$ cat src/rtl/core/kthbs_pkg.sv
// shared types and constants of the k-th smallest of two sorted arrays unit
// used by the controller, the datapath and the top level; no dependencies
package kthbs_pkg;

	localparam int VALUE_W = 32;
	localparam int RANK_W  = 12;
	localparam int ELEM_W  = 32;
	localparam int S_TDATA_W = 48;
	localparam int S_TUSER_W = 2;
	localparam int M_TDATA_W = 32;
	localparam int M_TUSER_W = 1;
	localparam int RANK_LSB = VALUE_W;

	typedef enum logic [1:0] {
		CMD_CLEAR    = 2'd0,
		CMD_APPEND_A = 2'd1,
		CMD_APPEND_B = 2'd2,
		CMD_QUERY    = 2'd3
	} cmd_t;

	typedef enum logic [2:0] {
		ST_IDLE,
		ST_CHECK,
		ST_ISSUE,
		ST_READ,
		ST_EVAL,
		ST_RESULT
	} state_t;

	typedef struct packed {
		logic clear;
		logic append_a;
		logic append_b;
		logic load_query;
		logic set_err;
		logic init;
		logic issue;
		logic eval;
		logic load_out;
	} ctl_t;

	typedef struct packed {
		logic full_a;
		logic full_b;
		logic range_err;
		logic hit;
		logic stop;
		logic out_free;
	} stat_t;

endpackage

$ cat src/rtl/core/kthbs_ctrl.sv
// controller state machine: input handshake, search sequencing, result hand-off
// depends on kthbs_pkg
module kthbs_ctrl (
	input  logic                                clk,
	input  logic                                arst_n,
	input  logic                                s_tvalid,
	output logic                                s_tready,
	input  logic [kthbs_pkg::S_TUSER_W-1:0]     s_tuser,
	input  kthbs_pkg::stat_t                    st,
	output kthbs_pkg::ctl_t                     ctl
);
	import kthbs_pkg::*;

	state_t state_q;
	state_t state_nxt;
	cmd_t   cmd;

	assign cmd = cmd_t'(s_tuser);

	always_ff @(posedge clk or negedge arst_n) begin
		if (!arst_n) begin
			state_q <= ST_IDLE;
		end else begin
			state_q <= state_nxt;
		end
	end

	always_comb begin
		state_nxt = state_q;
		ctl       = '0;
		s_tready  = 1'b0;
		case (state_q)
			ST_IDLE: begin
				s_tready = 1'b1;
				if (s_tvalid) begin
					case (cmd)
						CMD_CLEAR: begin
							ctl.clear = 1'b1;
						end
						CMD_APPEND_A: begin
							if (st.full_a) begin
								ctl.set_err = 1'b1;
								state_nxt   = ST_RESULT;
							end else begin
								ctl.append_a = 1'b1;
							end
						end
						CMD_APPEND_B: begin
							if (st.full_b) begin
								ctl.set_err = 1'b1;
								state_nxt   = ST_RESULT;
							end else begin
								ctl.append_b = 1'b1;
							end
						end
						CMD_QUERY: begin
							ctl.load_query = 1'b1;
							state_nxt      = ST_CHECK;
						end
						default: begin
							state_nxt = ST_IDLE;
						end
					endcase
				end
			end
			ST_CHECK: begin
				if (st.range_err) begin
					ctl.set_err = 1'b1;
					state_nxt   = ST_RESULT;
				end else begin
					ctl.init  = 1'b1;
					state_nxt = ST_ISSUE;
				end
			end
			ST_ISSUE: begin
				ctl.issue = 1'b1;
				state_nxt = ST_READ;
			end
			ST_READ: begin
				state_nxt = ST_EVAL;
			end
			ST_EVAL: begin
				ctl.eval = 1'b1;
				if (st.hit || st.stop) begin
					state_nxt = ST_RESULT;
				end else begin
					state_nxt = ST_ISSUE;
				end
			end
			ST_RESULT: begin
				if (st.out_free) begin
					ctl.load_out = 1'b1;
					state_nxt    = ST_IDLE;
				end
			end
			default: begin
				state_nxt = ST_IDLE;
			end
		endcase
	end

	a_eval_after_read: assert property (@(posedge clk) disable iff (!arst_n)
		state_q == ST_EVAL |-> $past(state_q) == ST_READ)
		else $error("eval not preceded by read");

	a_result_holds: assert property (@(posedge clk) disable iff (!arst_n)
		(state_q == ST_RESULT && !st.out_free) |=> state_q == ST_RESULT)
		else $error("result dropped while output busy");

	a_query_to_check: assert property (@(posedge clk) disable iff (!arst_n)
		(s_tvalid && s_tready && cmd == CMD_QUERY) |=> state_q == ST_CHECK)
		else $error("query did not start range check");

endmodule

$ cat config.mk
export PLATFORM = sky130hd
export DESIGN_NAME = kthbs_ctrl
export DESIGN_NICKNAME = d
export VERILOG_FILES = /design/src/rtl/core/kthbs_pkg.sv /design/src/rtl/core/kthbs_ctrl.sv
export SDC_FILE = /design/constraint.sdc
export NUM_CORES = 1
export LEC_CHECK = 0
export BUFFER_PORTS_ARGS = -buffer_cell sky130_fd_sc_hd__buf_4
export CORE_AREA = 4 4 41 43
export CTS_BUF_LIST = sky130_fd_sc_hd__clkbuf_16
export CTS_CLUSTER_SIZE = 30
export DETAILED_ROUTE_END_ITERATION = 12
export DIE_AREA = 0 0 45 47
export SLEW_MARGIN = 20
export SYNTH_ARGS = -nofsm -noshare
export SYNTH_HDL_FRONTEND = slang
export SYNTH_SLANG_ARGS = --single-unit
export TNS_END_PERCENT = 10
$ cat constraint.sdc
create_clock -name clk -period 1.4 [get_ports clk]
set_clock_uncertainty 0.2 [all_clocks]
set_input_delay 0.07 -clock clk [delete_from_list [all_inputs] [get_ports clk]]
set_output_delay 0.07 -clock clk [all_outputs]
set_load 0.01 [all_outputs]
==> results.cfg, run 1 <==
[outcome]
outcome = finished with violations
violations = negative setup slack

[cts]
cts_buffers = 3
ctsRootBufferMaster = clkbuf_16
cts.sinks = 3
path_clk_slew_ns = 0.03
cts.path.max_buffers = 2
insertion_delay_ns = 0.23
cts-htree-levels = 1
cts_tree = done

[floorplan]
die_w_um = 45
initial_utilization_pct = 31.3
core_region_area_mm2 = 0.00130
die_y_um = 47
die-area_mm2 = 0.00212
rows = 13
ios = 21

[drt]
routed_wl_mm = 1.33
first_pass_iters = 2
drt_first_iter_violations = 16
routed_via_density = 5.18
wl_per_cell_um = 13.4
drc_errors = 0
dr_total_vias = 513
drtAntennaViolNets = 0

[sta]
min_period_ns = 1.55
setup_ws_ns = -0.148
fin_crit_sh_pct = 111
fmax_ghz = 0.646
rsz0062_at_grt = true
max-slew-margin-rel_pct = 79.0
worst_slew_pin_slew_ns = 0.314
setup_viol = 11
maxSlewViolCount = 0
hold_viol = 0

[finish]
nets = 102
layout-drive-gt1-share_pct = 59.5
final_cells = 99
reg_top3 = state_q (3)
largest_reg_flops = 3
fin_util_pct = 66.0
syn_to_final_growth_pct = 110
top_register = state_q
n_antenna_cell = 0

[worst_hold_path]
holdPathStages = 4
hp-start = st[1]
min_to = state_q[1]
hp-class = in -> reg

[setup_path]
crit_path_end_kind = output pin
r2r_cells = 4
critPathRequiredTime_ns = 1.13
startpoint_type = flop
cp_data_arrival_time_ns = 1.28
critPathKind = reg -> out
r2r-end = state_q[2]
reg2reg_slack_ns = 0
crit_fanout = 3
timing.rr.start = state_q[0]

[global_routing]
antenna_found_initial = 0
grt_max_degree = 8
grt_usage_pct = 14.4
overflow = 0
grt_pass1_wl_mm = 2.11
grt_pass1_vias = 487

[job]
drv_cap = 0

[placed_design]
dp.cells = 88
io_buffers = 20
gp_congestion = 0.772

[synth]
synth_area_um2 = 408
syn_avg_cell_area_um2 = 8.32
syn_nets = 66
synth-seq-area-share_pct = 18.4
yosys_warnings = 0
synth_seq_cells = 3
syn_inst = 49
ys_types = 25

[power_and_ir_drop]
finalPower_mw = 1.63
worst_ir_drop_vdd_mv = 1.26
leakage_nw = 0.410
powerDensity_mw_per_mm2 = 1900
cell type report:
class,instances,area (µm²)
fill,114,443
tap,15,18.8
clock buffer,3,75.1
multi-input combinational,40,375
clock inverter,1,3.75
timing repair buffer,34,295
sequential,3,78.8
inverter,3,11.3
cells in the mapped netlist:
| cell | instances | share of area [%] |
|---|---|---|
| nand2_1 | 3 | 2.8 |
| buf_4 | 1 | 1.8 |
| and3_1 | 2 | 3.1 |
| o21bai_1 | 2 | 3.7 |
| dfrtp_1 | 3 | 18 |
| nor2_1 | 2 | 1.8 |
| nor3b_1 | 2 | 3.7 |
| nor4b_1 | 3 | 6.4 |
| buf_2 | 2 | 2.5 |
| inv_1 | 3 | 2.8 |
| o31a_1 | 3 | 6.4 |
| a22oi_1 | 1 | 1.8 |
| nor3_1 | 3 | 3.7 |
| and4b_1 | 1 | 2.5 |
| a21oi_1 | 2 | 2.5 |
| nor3_2 | 1 | 2.5 |
| o31ai_1 | 1 | 1.8 |
| nor4_1 | 1 | 1.5 |
| o21ai_0 | 1 | 1.2 |
| o211a_1 | 1 | 2.5 |
| a2111oi_0 | 1 | 2.1 |
| and2_1 | 1 | 1.5 |
| ha_1 | 6 | 18 |
| nor2b_1 | 2 | 3.1 |
| nand2b_1 | 1 | 1.5 |
where the power goes:
group / internal, mW / switching, mW / leakage, nW / total, mW
Sequential: 0.137 / 0.0714 / 0.0333 / 0.209
Combinational: 0.569 / 0.401 / 0.335 / 0.969
Clock: 0.369 / 0.0836 / 0.0423 / 0.452
Total: 1.07 / 0.556 / 0.410 / 1.63
worst max-delay path: stages (launching register included):
cell and delay (ns):
dfrtp_2 0.42, nor3_4 0.23, buf_6 0.13, and3_1 0.15, buf_4 0.12
repair_timing:
item                       in CTS  in global routing
pin swaps                       7                  0
setup endpoints to repair      13                 13
hold buffers                    2                  0
buffers inserted                5                  0
hold endpoints to repair        3                  0
gates resized for setup        16                  5
placed cells by master, fill, tap and decap left out, drive strengths merged:
cell type,count
dlygate4sd3,2
o31ai,1
a22oi,1
dfrtp,3
inv,4
nor2,2
clkbuf,3
nand2b,1
o21bai,2
and4b,1
a2111oi,1
nor4b,3
a21oi,2
nor3b,2
nand2,3
nor4,1
o21ai,1
o31a,3
and3,2
buf,32
o211a,1
nor3,4
nor2b,2
and2,1
ha,6
worst max path at each step:
stage | startpoint | end | slack (ns) | cells past startpoint
floorplan | state_q[0] | ctl[4] | -0.01 | 3
global placement | state_q[1] | state_q[0] | -0.04 | 3
detailed placement | state_q[1] | state_q[0] | -0.04 | 3
CTS | state_q[2] | ctl[5] | -0.14 | 4
global route | state_q[2] | ctl[6] | -0.19 | 4
finish | state_q[2] | ctl[5] | -0.15 | 4
logic make-up after synthesis:
logic type                 after synthesis  share of synthesized area (%)
and+or+nand+nor                         22                           34.1
AOI/OAI and AO/OA                       12                           22.1
buffers and inverters                    6                           7.06
adders and majority gates                6                           18.4
DFF                                      3                           18.4
per-stage QoR:
stage                     area [µm²]  hold WS [ns]  setup slack [ns]  TNS, ns
after floorplan                  424        -0.426           -0.0139  -0.0139
after global placement           641        -0.340           -0.0366  -0.0680
after detailed placement         641        -0.339           -0.0392   -0.133
after CTS                        842        0.0319            -0.143    -1.08
after global routing             858        0.0770            -0.189    -1.61
final                            858        0.0386            -0.148    -1.03
per-layer routing:
metal  track usage, %  vias to the layer above  wire (µm)
li1                 -                      254          -
met1             15.6                      238        509
met2             25.7                       19        700
met3             3.07                        2        104
met4             8.77                        0         13
met5                0                        -          0
No activity file was read; power rests on OpenSTA's default activity.
==> run 2, diff against run 1 <==
- TNS_END_PERCENT: 10 -> 50
==> run 2 against run 1 <==
  * The run still ends with negative setup slack left
  * Largest power group unchanged
  * Cell area grew 0.58%
  * Power grew 0.22%
  * First-iteration DRC count shrank 63%
  * Worst setup slack gained 0.0037 ns
==> results.cfg, run 2 (synthesized netlist as in run 1, its figures left out) <==
[global_routing]
grt_pass1_vias = 502
grt_max_degree = 8
grt_pass1_wl_mm = 2.12
overflow = 0
antenna_found_initial = 0
grt_usage_pct = 14.3

[setup_path]
cp_data_arrival_time_ns = 1.27
cp_cell_sequence = nor3_4, buf_6, and3_1, buf_4
r2r_cells = 4
path_buf_inv = 2
slowest_delay_ns = 0.42
crit_path_end_kind = output pin
critPathTopFamily = flip-flops
critPathKind = reg -> out
cp_slowest_cell = dfrtp_2
path_depth = 4
critPathRequiredTime_ns = 1.13
startpoint_type = flop
crit_fanout = 3

[power_and_ir_drop]
clkPwrFrac_pct = 27.6
internal_power_mw = 1.08
comb_power_share_pct = 59.7
leakage_nw = 0.411
worst_ir_drop_vdd_mv = 1.34
powerDensity_mw_per_mm2 = 1890
switching_power_mw = 0.553
swShare_pct = 33.9
pwr-share-seq_pct = 12.7

[cts]
insertion_delay_ns = 0.23
cts_tree = done
cts_buffers = 3
cts.sinks = 3
cts.path.max_buffers = 2
path_clk_slew_ns = 0.03
ctsRootBufferMaster = clkbuf_16
cts-htree-levels = 1

[sta]
maxSlewViolCount = 0
max-slew-margin-rel_pct = 79.2
setup_viol = 12
rsz0062_at_grt = true
hold_viol = 0
setup_ws_ns = -0.144
worst_slew_pin_slew_ns = 0.311
fmax_ghz = 0.648
min_period_ns = 1.54
fin_crit_sh_pct = 110

[outcome]
outcome = finished with violations
violations = negative setup slack

[placed_design]
place_ws_ns = -0.0392
gp_congestion = 0.772
io_buffers = 20
post_dp_cell_area_um2 = 641

[finish]
layout_common_cells = buf_4, buf_6, ha_1, inv_1
layout-drive-gt1-share_pct = 59.5
final_common_cell = buf_4
n_antenna_cell = 0
largest_reg_flops = 3
top_register = state_q
syn_to_final_growth_pct = 112
fill_cells = 112
finalInstanceArea_um2 = 863
reg_top3 = state_q (3)
nets = 102

[drt]
drtAntennaViolNets = 0
first_pass_iters = 4
drt_first_iter_violations = 6
drc_errors = 0
dr_total_vias = 503
routed_via_density = 5.08
wl_per_cell_um = 13.0
routed_wl_mm = 1.29

[floorplan]
rows = 13
die-area_mm2 = 0.00212
initial_utilization_pct = 31.3
die_w_um = 45
ios = 21
core_region_area_mm2 = 0.00130
die_y_um = 47

[job]
drv_cap = 0

[worst_hold_path]
holdPathStages = 4
hp-class = in -> reg
run 2: cell count changes in the layout (fill, tap and decap cells not counted):
| cell | before | now |
|---|---|---|
| buf_4 | 25 | 24 |
| nor3_2 | 2 | 1 |
| nor2_4 | 1 | 0 |
| buf_6 | 6 | 7 |
| nor3_4 | 1 | 2 |
| nor2_2 | 0 | 1 |
run 2: final timing paths:
| kind | start | end | slack [ns] |
|---|---|---|---|
| max | state_q[2] | ctl[5] | -0.14 |
| min | st[1] | state_q[1] | 0.03 |
| max reg2reg | state_q[2] | state_q[0] | -0.02 |
| min reg2reg | state_q[1] | state_q[1] | 0.60 |
| max in group asynchronous | arst_n | state_q[1] | 0.29 |
| min in group asynchronous | arst_n | state_q[2] | 0.54 |
run 2: final cells by class:
type / instances / area (µm²) / area share [%]
multi-input combinational: 40 / 377 / 43.6
timing repair buffer: 34 / 299 / 34.6
sequential: 3 / 78.8 / 9.13
clock buffer: 3 / 75.1 / 8.70
tap: 15 / 18.8 / 2.17
inverter: 3 / 11.3 / 1.30
clock inverter: 1 / 3.75 / 0.435
run 2: worst register-to-register path: cells and delay by family (launching register included):
family,cells,cell delay [ns]
buf+inv,2,0.32
compound gates,1,0.27
simple gates,1,0.08
flops,1,0.42
run 2: what timing repair did:
item | CTS | global route
setup endpoints to repair | 13 | 13
hold endpoints to repair | 3 | 0
hold buffers | 2 | 0
buffers inserted | 5 | 0
pin swaps | 6 | 1
resized for setup | 17 | 5
run 2: stage by stage:
stage	total power [mW]	hold WS, ns	setup TNS, ns	utilization, %	instances
5_1_grt	1.74	0.0701	-1.67	66.3	99
6_report	1.63	0.0340	-1.05	66.3	99
3_3_place_gp	0.880	-0.340	-0.0680	49.2	88
4_1_cts	1.57	0.0319	-1.08	64.5	99
2_1_floorplan	0.563	-0.426	-0.0139	-	49
3_5_place_dp	0.886	-0.339	-0.133	49.2	88
run 2: power by group through the flow:
stage / combinational (mW) / clock (mW) / sequential (mW)
finish: 0.976 / 0.451 / 0.207
global route: 1.06 / 0.470 / 0.213
CTS: 0.903 / 0.458 / 0.206
detailed placement: 0.660 / 0 / 0.226
global placement: 0.654 / 0 / 0.226
floorplan: 0.398 / 0 / 0.165
run 2: per-layer routing:
layer | up-vias | wire length [µm] | track usage (%)
met5 | - | 0 | 0
met4 | 0 | 18 | 8.77
met3 | 3 | 101 | 3.07
met2 | 18 | 664 | 25.4
met1 | 229 | 501 | 15.4
li1 | 253 | - | -
==> run 3, diff against run 2 <==
- GPL_TIMING_DRIVEN: not set -> 0
==> run 3 against run 2 <==
  * The run still ends with negative setup slack left
  * Cell count increased by 4.0%
  * Clock power is 1% lower
  * Register-to-register slack lost 0.09 ns
  * First-iteration DRC count is 67% lower
  * Clock-buffer cell count is the same
  * Die area did not move
  * Worst hold slack got worse by 0.0074 ns
  * Global-route usage up 0.48 points
  * Sequential share of layout area is 0.75 points lower
  * Combinational power up 17%
  * Sequential cell count unchanged
  * Worst setup slack got worse by 0.048 ns
  * Highest routed layer unchanged
==> results.cfg, run 3 (synthesized netlist as in run 1, its figures left out) <==
[setup_path]
crit_fanout = 4
cp_slowest_cell = dfrtp_2
slowest_delay_ns = 0.42
endpoint = ctl[5]
path_buf_inv = 3
cp_cell_sequence = buf_6, nor3_4, buf_6, and3_4, buf_6
crit_path_end_kind = output pin
timing.rr.start = state_q[0]
path_depth = 5
crit_top_cell = buf_6
cp_data_arrival_time_ns = 1.32
critPathTopFamily = flip-flops
reg2reg_slack_ns = -0.11
critPathRequiredTime_ns = 1.13
startpoint = state_q[0]
r2r-end = state_q[1]
startpoint_type = flop
r2r_cells = 6
critPathKind = reg -> out

[floorplan]
initial_utilization_pct = 31.3
rows = 13
ios = 21
core_region_area_mm2 = 0.00130
die-area_mm2 = 0.00212
die_y_um = 47
die_w_um = 45

[finish]
fill_cells = 105
reg_top3 = state_q (3)
top_register = state_q
nets = 106
multi_input_comb_area_um2 = 385
syn_to_final_growth_pct = 123
fin_util_pct = 70.0
n_antenna_cell = 0
layout_common_cells = buf_4, buf_6, ha_1
seqCellArea_um2 = 76.3
final_common_cell = buf_4
layout-drive-gt1-share_pct = 64.8
largest_reg_flops = 3

[cts]
path_clk_slew_ns = 0.03
cts_buffers = 3
cts_tree = done
ctsRootBufferMaster = clkbuf_16
cts.sinks = 3
insertion_delay_ns = 0.22
cts.path.max_buffers = 2
cts-htree-levels = 1

[sta]
fmax_ghz = 0.628
fin_crit_sh_pct = 114
hold_viol = 0
setup_ws_ns = -0.192
max-slew-margin-rel_pct = 79.0
maxSlewViolCount = 0
worst_slew_pin_slew_ns = 0.312
setup_viol = 12
whs_ns = 0.0266
min_period_ns = 1.59
rsz0062_at_grt = true
finalSetupTns_ns = -1.43

[power_and_ir_drop]
leakage_nw = 0.433
finalPower_mw = 1.76
powerDensity_mw_per_mm2 = 1930
worst_ir_drop_vdd_mv = 1.44

[drt]
drc_errors = 0
dr_total_vias = 502
wl_per_cell_um = 13.3
routed_via_density = 4.87
routed_wl_mm = 1.37
drt_first_iter_violations = 2
first_pass_iters = 4
drtAntennaViolNets = 0

[outcome]
violations = negative setup slack
outcome = finished with violations

[global_routing]
grt_pass1_wl_mm = 2.23
grt_pass1_vias = 519
grt_max_degree = 8
grt_usage_pct = 14.7
overflow = 0
antenna_found_initial = 0

[placed_design]
gp_congestion = 0.776
io_buffers = 20
hpwl_um = 806

[job]
drv_cap = 0

[worst_hold_path]
hp-class = in -> reg
==> run 3: layer usage <==
layer  global-route usage, %  vias up  wire length, µm
li1                        -      262                -
met4                    8.77        0               12
met1                    18.3      221              597
met5                       0        -                0
met3                    2.30        2               93
met2                    24.0       17              670
==> run 3: where the power goes <==
group          switching (mW)  leakage [nW]  internal, mW  total [mW]
combinational           0.479         0.355         0.662        1.14
sequential             0.0427        0.0359         0.132       0.175
clock                  0.0774        0.0423         0.368       0.446
total                   0.599         0.433          1.16        1.76
==> run 3: through the flow <==
step / setup WS [ns] / std cells / instance area [µm²]
floorplan: -0.0139 / 49 / 424
global placement: -0.101 / 84 / 593
detailed placement: -0.0937 / 84 / 593
CTS: -0.183 / 103 / 867
global route: -0.263 / 103 / 911
finish: -0.192 / 103 / 911
==> run 3: worst min path at each step <==
stage,startpoint,to,slack [ns],depth (start not counted)
2_1_floorplan,arst_n,state_q[0],-0.43,0
3_3_place_gp,arst_n,state_q[1],-0.34,1
3_5_place_dp,arst_n,state_q[1],-0.34,1
4_1_cts,st[1],state_q[1],0.02,4
5_1_grt,st[1],state_q[1],0.04,4
6_report,st[1],state_q[1],0.03,4
==> run 3: repair_timing <==
| action | in CTS | in global routing |
|---|---|---|
| gates resized for setup | 23 | 10 |
| cloned | 1 | 0 |
| pin swaps | 11 | 3 |
| setup buffers | 12 | 0 |
| endpoints found under the hold margin | 3 | 0 |
| endpoints found under the setup margin | 11 | 13 |
| hold buffers | 2 | 0 |
==> run 3: area by class of cell <==
type	instances	share of cell area (%)
Timing Repair Buffer	35	33.7
Tap cell	15	2.06
Multi-Input combinational cell	40	42.3
Buffer	3	3.71
Inverter	3	1.24
Clock buffer	3	8.24
Clock inverter	1	0.412
Sequential cell	3	8.38
==> run 3: worst reg2reg max path, cell delays in order, from the launching register on <==
cell and delay, ns:
dfrtp_2 0.42, buf_6 0.13, buf_8 0.13, buf_4 0.13, nor4b_2 0.20, a21oi_1 0.06, o21bai_1 0.15
